--- src/design/cas_pkg.sv ---
`default_nettype none

package cas_pkg;

   localparam logic [3:0] OP_M  = 4'd0;
   localparam logic [3:0] OP_I  = 4'd1;
   localparam logic [3:0] OP_D  = 4'd2;
   localparam logic [3:0] OP_S  = 4'd4;
   localparam logic [3:0] OP_H  = 4'd5;
   localparam logic [3:0] OP_EQ = 4'd7;
   localparam logic [3:0] OP_X  = 4'd8;

   localparam logic [15:0] THRESHOLD_RESET = 16'd85;
   localparam int unsigned REVERSE_BIT     = 4;

   localparam int unsigned REQ_DATA_W = 96;
   localparam int unsigned RSP_DATA_W = 216;

   typedef enum logic [2:0] {
      KIND_NONE     = 3'd0,
      KIND_MATCH    = 3'd1,
      KIND_MISMATCH = 3'd2,
      KIND_INSERT   = 3'd3,
      KIND_DELETE   = 3'd4,
      KIND_CLIP     = 3'd5
   } op_kind_type;

   typedef struct packed {
      logic        first;
      logic        last;
      op_kind_type kind;
      logic        longrun;
      logic [27:0] length;
      logic [30:0] ref_start;
      logic [15:0] ref_index;
      logic        reverse;
   } queue_entry_type;

   typedef struct packed {
      logic [31:0] query_begin;
      logic [31:0] query_end;
      logic [31:0] ref_begin;
      logic [31:0] ref_end;
      logic [31:0] match_bases;
      logic [31:0] edit_bases;
      logic        indel_split;
      logic        reverse_strand;
      logic [15:0] seg_ref_index;
   } segment_type;

endpackage

`default_nettype wire

--- src/design/cas_front.sv ---
`default_nettype none

module cas_front (
   input  wire logic [cas_pkg::REQ_DATA_W-1:0] req_tdata,
   input  wire logic                           req_tuser,
   input  wire logic                           req_tlast,
   input  wire logic [15:0]                    threshold,
   output cas_pkg::queue_entry_type            entry
);

   logic [3:0]  op_code;
   logic [27:0] op_length;
   logic [11:0] align_flags;

   assign op_code     = req_tdata[3:0];
   assign op_length   = req_tdata[31:4];
   assign align_flags = req_tdata[90:79];

   always_comb begin
      entry.first     = req_tuser;
      entry.last      = req_tlast;
      entry.length    = op_length;
      entry.ref_start = req_tdata[62:32];
      entry.ref_index = req_tdata[78:63];
      entry.reverse   = align_flags[cas_pkg::REVERSE_BIT];
      entry.longrun   = op_length > {12'd0, threshold};
      case (op_code)
         cas_pkg::OP_M, cas_pkg::OP_EQ: entry.kind = cas_pkg::KIND_MATCH;
         cas_pkg::OP_X:                 entry.kind = cas_pkg::KIND_MISMATCH;
         cas_pkg::OP_I:                 entry.kind = cas_pkg::KIND_INSERT;
         cas_pkg::OP_D:                 entry.kind = cas_pkg::KIND_DELETE;
         cas_pkg::OP_S, cas_pkg::OP_H:  entry.kind = cas_pkg::KIND_CLIP;
         default:                       entry.kind = cas_pkg::KIND_NONE;
      endcase
   end

endmodule

`default_nettype wire

--- src/design/cas_queue.sv ---
`default_nettype none

module cas_queue #(
   parameter int unsigned DEPTH = 2
) (
   input  wire logic                      clock,
   input  wire logic                      reset,
   input  wire logic                      push,
   input  wire cas_pkg::queue_entry_type  push_entry,
   output logic                           full,
   input  wire logic                      pop,
   output cas_pkg::queue_entry_type       head,
   output logic                           head_valid
);

   localparam int unsigned PTR_W = (DEPTH > 1) ? $clog2(DEPTH) : 1;
   localparam int unsigned CNT_W = $clog2(DEPTH + 1);
   localparam logic [PTR_W-1:0] LAST_PTR = PTR_W'(DEPTH - 1);

   cas_pkg::queue_entry_type entries_ff [DEPTH];
   logic [PTR_W-1:0] wr_ptr_ff, wr_ptr_in;
   logic [PTR_W-1:0] rd_ptr_ff, rd_ptr_in;
   logic [CNT_W-1:0] count_ff, count_in;

   assign full       = count_ff == CNT_W'(DEPTH);
   assign head_valid = count_ff != '0;
   assign head       = entries_ff[rd_ptr_ff];

   always_comb begin
      wr_ptr_in = wr_ptr_ff;
      rd_ptr_in = rd_ptr_ff;
      count_in  = count_ff;
      if (push) begin
         wr_ptr_in = (wr_ptr_ff == LAST_PTR) ? '0 : wr_ptr_ff + 1'b1;
      end
      if (pop) begin
         rd_ptr_in = (rd_ptr_ff == LAST_PTR) ? '0 : rd_ptr_ff + 1'b1;
      end
      case ({push, pop})
         2'b10:   count_in = count_ff + 1'b1;
         2'b01:   count_in = count_ff - 1'b1;
         default: count_in = count_ff;
      endcase
   end

   always_ff @(posedge clock) begin
      if (reset) begin
         wr_ptr_ff <= '0;
         rd_ptr_ff <= '0;
         count_ff  <= '0;
      end else begin
         wr_ptr_ff <= wr_ptr_in;
         rd_ptr_ff <= rd_ptr_in;
         count_ff  <= count_in;
      end
   end

   always_ff @(posedge clock) begin
      if (push) begin
         entries_ff[wr_ptr_ff] <= push_entry;
      end
   end

endmodule

`default_nettype wire

--- src/design/cas_back.sv ---
`default_nettype none

module cas_back (
   input  wire logic                clock,
   input  wire logic                reset,
   input  wire cas_pkg::queue_entry_type entry,
   input  wire logic                entry_valid,
   output logic                     pop,
   output logic                     seg_valid,
   input  wire logic                seg_ready,
   output cas_pkg::segment_type     segment
);

   logic [31:0] query_pos_ff, query_pos_in;
   logic [31:0] ref_pos_ff, ref_pos_in;
   logic [31:0] match_count_ff, match_count_in;
   logic [31:0] edit_count_ff, edit_count_in;
   logic [31:0] open_qb_ff, open_qb_in;
   logic [31:0] open_rb_ff, open_rb_in;
   logic        open_indel_ff, open_indel_in;
   logic [15:0] held_index_ff, held_index_in;
   logic        held_reverse_ff, held_reverse_in;
   logic        seg_valid_ff, seg_valid_in;
   cas_pkg::segment_type segment_ff, segment_in;

   logic [31:0] q_cur, r_cur, mc_cur, ec_cur, qb_cur, rb_cur;
   logic        flag_cur;
   logic [31:0] len32, q_add, r_add, mc_add, ec_add, r_inc, q_inc;
   logic        emit;
   logic        stall;

   assign stall     = seg_valid_ff && !seg_ready;
   assign pop       = entry_valid && !stall;
   assign seg_valid = seg_valid_ff;
   assign segment   = segment_ff;

   always_comb begin
      if (entry.first) begin
         q_cur           = '0;
         r_cur           = {1'b0, entry.ref_start};
         mc_cur          = '0;
         ec_cur          = '0;
         qb_cur          = '0;
         rb_cur          = {1'b0, entry.ref_start};
         flag_cur        = 1'b0;
         held_index_in   = entry.ref_index;
         held_reverse_in = entry.reverse;
      end else begin
         q_cur           = query_pos_ff;
         r_cur           = ref_pos_ff;
         mc_cur          = match_count_ff;
         ec_cur          = edit_count_ff;
         qb_cur          = open_qb_ff;
         rb_cur          = open_rb_ff;
         flag_cur        = open_indel_ff;
         held_index_in   = held_index_ff;
         held_reverse_in = held_reverse_ff;
      end

      len32  = 32'(entry.length);
      q_add  = q_cur + len32;
      r_add  = r_cur + len32;
      mc_add = mc_cur + len32;
      ec_add = ec_cur + len32;
      r_inc  = r_cur + 32'd1;
      q_inc  = q_cur + 32'd1;

      query_pos_in   = q_cur;
      ref_pos_in     = r_cur;
      match_count_in = mc_cur;
      edit_count_in  = ec_cur;
      open_qb_in     = qb_cur;
      open_rb_in     = rb_cur;
      open_indel_in  = flag_cur;
      emit           = 1'b0;

      segment_in.query_begin    = qb_cur;
      segment_in.query_end      = q_cur;
      segment_in.ref_begin      = rb_cur;
      segment_in.ref_end        = r_cur;
      segment_in.match_bases    = mc_cur;
      segment_in.edit_bases     = ec_cur;
      segment_in.indel_split    = flag_cur;
      segment_in.reverse_strand = held_reverse_in;
      segment_in.seg_ref_index  = held_index_in;

      if (entry.last) begin
         emit           = 1'b1;
         match_count_in = '0;
         edit_count_in  = '0;
         query_pos_in   = q_add;
         if (entry.kind != cas_pkg::KIND_CLIP) begin
            ref_pos_in             = r_add;
            segment_in.query_end   = q_add;
            segment_in.ref_end     = r_add;
            segment_in.match_bases = mc_add;
         end
      end else begin
         case (entry.kind)
            cas_pkg::KIND_MATCH: begin
               query_pos_in   = q_add;
               ref_pos_in     = r_add;
               match_count_in = mc_add;
            end
            cas_pkg::KIND_MISMATCH: begin
               query_pos_in  = q_add;
               ref_pos_in    = r_add;
               edit_count_in = ec_add;
            end
            cas_pkg::KIND_INSERT: begin
               query_pos_in  = q_add;
               edit_count_in = ec_add;
               if (entry.longrun) begin
                  emit                   = 1'b1;
                  segment_in.indel_split = 1'b1;
                  match_count_in         = '0;
                  edit_count_in          = '0;
                  open_qb_in             = q_add;
                  open_rb_in             = r_inc;
                  open_indel_in          = 1'b1;
               end
            end
            cas_pkg::KIND_DELETE: begin
               ref_pos_in    = r_add;
               edit_count_in = ec_add;
               if (entry.longrun) begin
                  emit                   = 1'b1;
                  segment_in.indel_split = 1'b1;
                  match_count_in         = '0;
                  edit_count_in          = '0;
                  open_qb_in             = q_inc;
                  open_rb_in             = r_add;
                  open_indel_in          = 1'b1;
               end
            end
            cas_pkg::KIND_CLIP: begin
               query_pos_in  = q_add;
               open_qb_in    = q_add;
               open_indel_in = 1'b0;
               if (q_cur == '0) begin
                  open_rb_in = r_cur;
               end else begin
                  emit           = 1'b1;
                  match_count_in = '0;
                  edit_count_in  = '0;
                  open_rb_in     = r_inc;
               end
            end
            default: begin
            end
         endcase
      end

      if (pop && emit) begin
         seg_valid_in = 1'b1;
      end else if (seg_ready) begin
         seg_valid_in = 1'b0;
      end else begin
         seg_valid_in = seg_valid_ff;
      end
   end

   always_ff @(posedge clock) begin
      if (reset) begin
         query_pos_ff    <= '0;
         ref_pos_ff      <= '0;
         match_count_ff  <= '0;
         edit_count_ff   <= '0;
         open_qb_ff      <= '0;
         open_rb_ff      <= '0;
         open_indel_ff   <= 1'b0;
         held_index_ff   <= '0;
         held_reverse_ff <= 1'b0;
         seg_valid_ff    <= 1'b0;
      end else begin
         seg_valid_ff <= seg_valid_in;
         if (pop) begin
            query_pos_ff    <= query_pos_in;
            ref_pos_ff      <= ref_pos_in;
            match_count_ff  <= match_count_in;
            edit_count_ff   <= edit_count_in;
            open_qb_ff      <= open_qb_in;
            open_rb_ff      <= open_rb_in;
            open_indel_ff   <= open_indel_in;
            held_index_ff   <= held_index_in;
            held_reverse_ff <= held_reverse_in;
         end
      end
   end

   always_ff @(posedge clock) begin
      if (pop && emit) begin
         segment_ff <= segment_in;
      end
   end

   a_no_pop_on_stall: assert property (@(posedge clock) disable iff (reset)
      (seg_valid_ff && !seg_ready) |-> !pop)
      else $error("entry retired while result held");

   a_last_clears_counts: assert property (@(posedge clock) disable iff (reset)
      (pop && entry.last) |=> (match_count_ff == '0 && edit_count_ff == '0))
      else $error("counts not cleared after last operation");

   a_long_indel_marks: assert property (@(posedge clock) disable iff (reset)
      (pop && !entry.last && entry.longrun &&
       (entry.kind == cas_pkg::KIND_INSERT || entry.kind == cas_pkg::KIND_DELETE))
      |=> (open_indel_ff && seg_valid_ff && segment_ff.indel_split))
      else $error("long indel did not split the segment");

   a_last_emits: assert property (@(posedge clock) disable iff (reset)
      (pop && entry.last) |=> seg_valid_ff)
      else $error("last operation gave no segment");

endmodule

`default_nettype wire

--- src/design/cigar_alignment_segmenter_unit.sv ---
// A closing op passes through the op queue; its segment is then registered onto rsp_.
// Throughput: one CIGAR op per cycle; the back end retires one queued op per cycle
// while no segment waits on rsp_ with rsp_tready low, updating positions and counts.
// req_tready drops only when the op queue is full; it fills while rsp_ is stalled.
// Reset: synchronous, active high; clears positions, counts, queue and output valid,
// and sets the indel split threshold to 85.
`default_nettype none

module cigar_alignment_segmenter_unit #(
   parameter int unsigned QUEUE_DEPTH = 2
) (
   input  wire logic                           clock,
   input  wire logic                           reset,

   input  wire logic                           req_tvalid,
   output logic                                req_tready,
   // op_code[3:0], op_length[31:4], ref_start[62:32], ref_index[78:63],
   // align_flags[90:79], zero [95:91]
   input  wire logic [cas_pkg::REQ_DATA_W-1:0] req_tdata,
   // first_op
   input  wire logic                           req_tuser,
   input  wire logic                           req_tlast,

   output logic                                rsp_tvalid,
   input  wire logic                           rsp_tready,
   // query_begin[31:0], query_end[63:32], ref_begin[95:64], ref_end[127:96],
   // match_bases[159:128], edit_bases[191:160], reverse_strand[192],
   // seg_ref_index[208:193], zero [215:209]
   output logic [cas_pkg::RSP_DATA_W-1:0]      rsp_tdata,
   // indel_split
   output logic                                rsp_tuser,

   input  wire logic                           csr_psel,
   input  wire logic                           csr_penable,
   input  wire logic                           csr_pwrite,
   input  wire logic [2:0]                     csr_paddr,
   input  wire logic [31:0]                    csr_pwdata,
   output logic [31:0]                         csr_prdata,
   output logic                                csr_pready
);

   logic [15:0] threshold_ff, threshold_in;
   logic        queue_full;
   logic        queue_push;
   logic        queue_pop;
   logic        head_valid;
   cas_pkg::queue_entry_type front_entry;
   cas_pkg::queue_entry_type head_entry;
   cas_pkg::segment_type     segment;

   assign csr_pready = 1'b1;
   assign csr_prdata = (csr_paddr[2] == 1'b0) ? {16'd0, threshold_ff} : 32'd0;

   always_comb begin
      threshold_in = threshold_ff;
      if (csr_psel && csr_penable && csr_pwrite && csr_paddr[2] == 1'b0) begin
         threshold_in = csr_pwdata[15:0];
      end
   end

   always_ff @(posedge clock) begin
      if (reset) begin
         threshold_ff <= cas_pkg::THRESHOLD_RESET;
      end else begin
         threshold_ff <= threshold_in;
      end
   end

   assign req_tready = !queue_full;
   assign queue_push = req_tvalid && !queue_full;

   cas_front u_front (
      .req_tdata (req_tdata),
      .req_tuser (req_tuser),
      .req_tlast (req_tlast),
      .threshold (threshold_ff),
      .entry     (front_entry)
   );

   cas_queue #(
      .DEPTH (QUEUE_DEPTH)
   ) u_queue (
      .clock      (clock),
      .reset      (reset),
      .push       (queue_push),
      .push_entry (front_entry),
      .full       (queue_full),
      .pop        (queue_pop),
      .head       (head_entry),
      .head_valid (head_valid)
   );

   cas_back u_back (
      .clock       (clock),
      .reset       (reset),
      .entry       (head_entry),
      .entry_valid (head_valid),
      .pop         (queue_pop),
      .seg_valid   (rsp_tvalid),
      .seg_ready   (rsp_tready),
      .segment     (segment)
   );

   assign rsp_tuser = segment.indel_split;
   assign rsp_tdata = {7'd0, segment.seg_ref_index, segment.reverse_strand,
                       segment.edit_bases, segment.match_bases,
                       segment.ref_end, segment.ref_begin,
                       segment.query_end, segment.query_begin};

endmodule

`default_nettype wire

--- config.mk ---
export PLATFORM = sky130hd
export DESIGN_NAME = cigar_alignment_segmenter_unit
export DESIGN_NICKNAME = d
export VERILOG_FILES = /design/src/design/cas_pkg.sv /design/src/design/cas_front.sv /design/src/design/cas_queue.sv /design/src/design/cas_back.sv /design/src/design/cigar_alignment_segmenter_unit.sv
export SDC_FILE = /design/constraint.sdc
export NUM_CORES = 2
export LEC_CHECK = 0
export BUFFER_PORTS_ARGS = -buffer_cell sky130_fd_sc_hd__buf_2
export CORE_ASPECT_RATIO = 1.2
export CORE_MARGIN = 1
export CORE_UTILIZATION = 35
export DETAILED_ROUTE_END_ITERATION = 6
export PLACE_DENSITY = 0.61
export SLEW_MARGIN = 10
export SYNTH_ARGS = -nofsm -noshare
export SYNTH_HDL_FRONTEND = slang
export SYNTH_SLANG_ARGS = --single-unit
--- constraint.sdc ---
create_clock -name clock -period 19.6 [get_ports clock]
set_input_delay 0 -clock clock [delete_from_list [all_inputs] [get_ports clock]]
set_output_delay 0 -clock clock [all_outputs]
set_load 0.01 [all_outputs]
After elaboration in Yosys (flattened, before gate mapping)
Memory sizes are Yosys's and may differ from the RTL's. A register that Yosys moved wholly into a read port is not among the register bits.
Index checks and enable logic that the tools add are counted.
Storage, ports and cells
  memories kept: 1
  input port bits: 140
  ROM bits: 0
  register bits: 441
  output and inout port bits: 252
  bits in writable memories: 164
  latch bits: 0
  logic and storage cells: 126
Operators by class
  shift operators: 0
  $mul: 0
  bitwise logic cells: 1
  eq/ne operators: 15
  reduce and logical (&&, ||, !) cells: 20
  add/sub/neg operators: 10
  div/mod/pow operators: 0
  order comparisons: 1
  mux-type cells: 55
Memory list
  u_queue.entries_ff: depth 2, bits a word 82, read ports 1, clocked after memory_dff 1, write ports 1, RTL line cas_queue.sv:20  | cas_pkg::queue_entry_type entries_ff [DEPTH];
Operators by type and width (number)
  two-way mux 32 bit: 26
  one-hot mux 32 bit (3 select lines): 4
  adder 32 x 28 -> 32 bit: 4
  two-way mux 64 bit: 2
  adder 32 x 1 -> 32 bit, second input constant: 2
  zero test 32 bit: 1
  two-way mux 16 bit: 2
  greater-than comparator 28 x 16 -> 1 bit: 1
  two-way mux 1 bit: 17
  one-hot mux 3 bit (5 select lines): 1
  equality test 4 x 3 -> 1 bit, second input constant: 3
  logical AND 1 bit: 7
  equality test 3 x 2 -> 1 bit, second input constant: 2
  equality test 3 bit, second input constant: 2
  nonzero test 2 bit: 3
  OR reduction 2 bit: 3
  equality test 2 bit, second input constant: 2
  equality test 4 x 1 -> 1 bit, second input constant: 1
  equality test 4 x 2 -> 1 bit, second input constant: 1
  equality test 4 bit, second input constant: 1
  zero test 4 bit: 1
  one-hot mux 1 bit (2 select lines): 2
  one-hot mux 2 bit (2 select lines): 1
  OR reduction 4 bit: 1
  9 further kinds: 12

Logic depth before layout (Yosys ltp)
  depth in word-level cells: 7
  depth in mapped cells: 25
  depth with buffers taken out: 17

By module
A second synthesis with hierarchy kept.
Unflattened totals
  cells, all modules: 3873
  area, all modules: 35928.2 um2
By module, submodules not included
  cas_back: instances 1, sequential area each 10530.1 um2, area each 27695.3 um2, cells an instance 3334
  cas_queue: instances 1, sequential area each 5024.8 um2, area each 6120.9 um2, cells an instance 277
  cas_front: instances 1, sequential area each 0.0 um2, area each 1082.3 um2, cells an instance 147
  cigar_alignment_segmenter_unit: instances 1, sequential area each 320.3 um2, area each 1029.7 um2, cells an instance 115

Least setup slack after synthesis
No wires, ideal clock.
  kind: register -> register
  from: reg with a tool-made name
  to: reg u_back.segment_ff, in the netlist u_back.segment[0], enable pin
  cell stages (with the launch flop): 18
  path slack: 6.868 ns
  arrival: 11.949 ns
  required time: 18.817 ns
  setup time: 0.783 ns
  period minus slack after synthesis: 12.732 ns
  buffers on the path: 10
  cell sequence: dfxtp_1 -> buf_6 -> mux2i_4 -> buf_2 -> buf_4 -> buf_2 -> buf_2 -> buf_2 -> buf_2 -> clkbuf_1 -> clkbuf_1 -> nand2_1 -> ha_1 -> and2_1 -> buf_2 -> nor2_1 -> nor3_1 -> nor2_1
RTL lines
  end signal, assigned: RTL line cas_back.sv:193  | segment_ff <= segment_in;
  end, declared: RTL line cas_back.sv:24  | cas_pkg::segment_type segment_ff, segment_in;

==> metrics.csv <==
metric;value;unit
status;finished, final reports clean;
Netlist Area Pre-Place;0.0342;mm^2
Switching Share;44.0;%
CP max stage cell;buf_4;
clk_lat worst skew;660;ps
Yosys warning total;0;
final hold vios;0;
Setup WS pre-CTS;13430;ps
Crit path required time;20020;ps
Comb power frac;46.5;%
relative slew slack;11.9;%
Die Footprint;0.0989;mm^2
post-synthesis register bit count;606;
vias in the first global route;27400;
# rows;125;
non-filler cells, final;5270;
Worst Skew;24.7;ps
top-count cell post-synth;nand2_1;
Fill cells;9407;
fmax;159;MHz
cts repair resizes;0;
top-area cell type share of the netlist area;32.9;%
area of the multi-input gates;0.0169;mm^2
crit-path max cell delay;690;ps
Worst Path Arrival;6730;ps
PortBufs;333;
FFs w/ async S/R, synth;0;%
Seq pwr share;31.2;%
Synth area leaders;edfxtp_1 33%, dfxtp_1 14%, ha_1 4.6%, nand2_1 4.3%, o21ai_0 4.3%;
dpl hpwl;86300;um
die span in x;287;um
antenna fix cells;0;
final setup margin;13290;ps
via count;29300;
Netlist cell types;110;
maximum VDD drop;0.0000923;V
layout net count;4213;
gr ovfl total;0;
Syn Area/Cell;9.50;um^2
initial core utilization;35.3;%
clock sinks;606;
IO Count;392;
Hold Crit Class;input pin to register;
NetSw;2780;uW
Root Buffer;clkbuf_16;
initial antenna violation count;2;
Routed Antenna Nets;0;
CP max FO;48;
Syn Inst Count;3599;
drt pass-1 iters;5;
critical path type;register to register;
H-tree Lvls;3;
gr usage total;23.9;%
routed wire length;122000;um
largest net degree at the start of global routing;177;
vias per inst;5.56;
RSZ-0062 raised after global routing;false;
routed wire length per instance;23.1;um
Num CTS Buffers;68;
Core ar.;0.0968;mm^2
Post-synth EDFFs;374;
post-route clock period utilization;32.2;%
routability cong.;0.956;
Yosys top cell by area;edfxtp_1;
CTS max path bufs;3;
Int Power;3540;uW
Inst Count DP;5041;
Vert. Die Dim;344;um
Clk network pwr share;22.3;%
Leakage;0.0157;uW
crit path launch type;register;
max_cap viols;0;
Pwr Density;156;mW/mm^2
crit-path cells;buf_4, mux2_4, buf_4, o221ai_1, fa_1, nor2b_1, o21ai_0, a21boi_0, o21ai_0, a21oi_1, a21oi_1, o21ai_0, a221oi_1, nor2_1, nand2_1, xor2_1;
Top FF cell, synth;edfxtp_1;
Worst Tran Pin Value;1320;ps
drt drc;0;
CTS clk-pin slew, worst paths;60;ps
first-pass GRT wire length;177000;um
Critical Path Most Common Cell;o21ai_0;
post-route setup TNS;0;ps
Commonest cells post-synth;393 x nand2_1, 374 x edfxtp_1, 336 x nor2_1;
R2R Setup Slk;13290;ps
# setup viols final;0;
Worst Setup End Kind;register;
layout cells sized above 1;15.5;%
sequential element share of the synthesized area;46.4;%
Slew Limit Fails;0;
Iter 0 DRT Violations;2748;
Tmin final;6310;ps
Register Area;0.0159;mm^2
CTS tree;done;
Area Overhead vs Synth;18.4;%
## routing by layer
| metal | share of wire, % | vias up | wire length [um] | global-route usage [%] |
|---|---|---|---|---|
| met4 | 5.5 | 4 | 6650 | 12.9 |
| li1 | - | 13800 | - | - |
| met5 | 0.020 | - | 24 | 0 |
| met1 | 42 | 14200 | 51700 | 30.9 |
| met2 | 45 | 1117 | 55300 | 37.9 |
| met3 | 6.7 | 234 | 8160 | 4.07 |
## flip-flops by register name, indices dropped and copies added (netlist names), named ones only
register / cells
threshold_ff: 16
u_back.edit_count_ff: 32
u_back.held_index_ff: 16
u_back.held_reverse_ff: 1
u_back.match_count_ff: 32
u_back.open_indel_ff: 1
u_back.open_qb_ff: 32
u_back.open_rb_ff: 32
u_back.query_pos_ff: 32
u_back.ref_pos_ff: 32
u_back.seg_valid: 1
u_back.segment: 210
u_queue.count_ff: 2
u_queue.entries_ff: 164
u_queue.rd_ptr_ff: 1
u_queue.wr_ptr_ff: 1
## logic make-up (layout without fill, tap and decap cells)
| family | Yosys count | count (layout) | share of synthesized area, % |
|---|---|---|---|
| mux | 133 | 133 | 4.28 |
| compound gates | 1036 | 1036 | 19.7 |
| fa+ha+maj | 130 | 130 | 4.80 |
| xor+xnor | 170 | 170 | 4.36 |
| buf+inv | 365 | 744 | 4.59 |
| other cells | 2 | 24 | 0.0220 |
| simple gates | 1157 | 1157 | 15.8 |
| flops | 606 | 606 | 46.4 |
## power groups by stage
stage	sequential [uW]	combinational, uW	clock, uW
after detailed placement	2000	2880	0
final	1970	2940	1410
after floorplan	2110	1760	0
after CTS	1970	2910	1440
after global placement	1990	2870	0
after global routing	2000	3150	1490
## through the flow
stage	utilization, %	power (uW)	instance area, um^2	hold WS [ps]
after global routing	41.8	6650	40500	72.2
after CTS	41.8	6330	40500	34.6
after floorplan	-	3860	34300	98.9
after global placement	38.2	4860	36900	188
after detailed placement	38.2	4870	36900	191
final	41.8	6320	40500	74.1
## area by class of cell
type | instances | share of cell area, %
clock buffer | 80 | 4.39
clock inverter | 46 | 1.74
inverter | 135 | 1.26
multi-input combinational | 2650 | 41.8
sequential | 606 | 39.3
tap | 1270 | 3.93
timing repair buffer | 483 | 7.62
## timing repair
action / 4_1_cts / 5_1_grt
buffers inserted: 0 / 0
hold endpoints to repair: 246 / 0
hold buffers: 103 / 0
## final timing paths
check,startpoint,to,depth (start not counted)
max reg2reg,register,u_back.segment[112],16
max,register,u_back.segment[112],16
min reg2reg,u_back.match_count_ff[25],u_back.match_count_ff[25],2
min,req_tdata[48],u_queue.entries_ff[1][33],2
## critical path: cells and delay by family (launching register included)
kind	cells	cell delay, ps
AO/OA/AOI/OAI	8	2340
XOR/XNOR	1	340
adder cells (fa/ha/maj)	1	510
buffers and inverters	2	1220
flip-flops	1	570
multiplexers	1	670
AND/OR/NAND/NOR	3	420
## placed cells by master, fill, tap and decap left out, types with 103 or more instances in the layout
cell type	Yosys	layout
nand2_1	393	392
edfxtp_1	374	374
buf_2	13	332
nor2_1	336	329
o21ai_0	294	291
dfxtp_1	232	231
a21oi_1	227	226
inv_1	132	132
ha_1	127	127
and2_1	114	114
xnor2_1	114	114
dlygate4sd3_1	0	103
No activity file was read; power rests on OpenSTA's default activity.
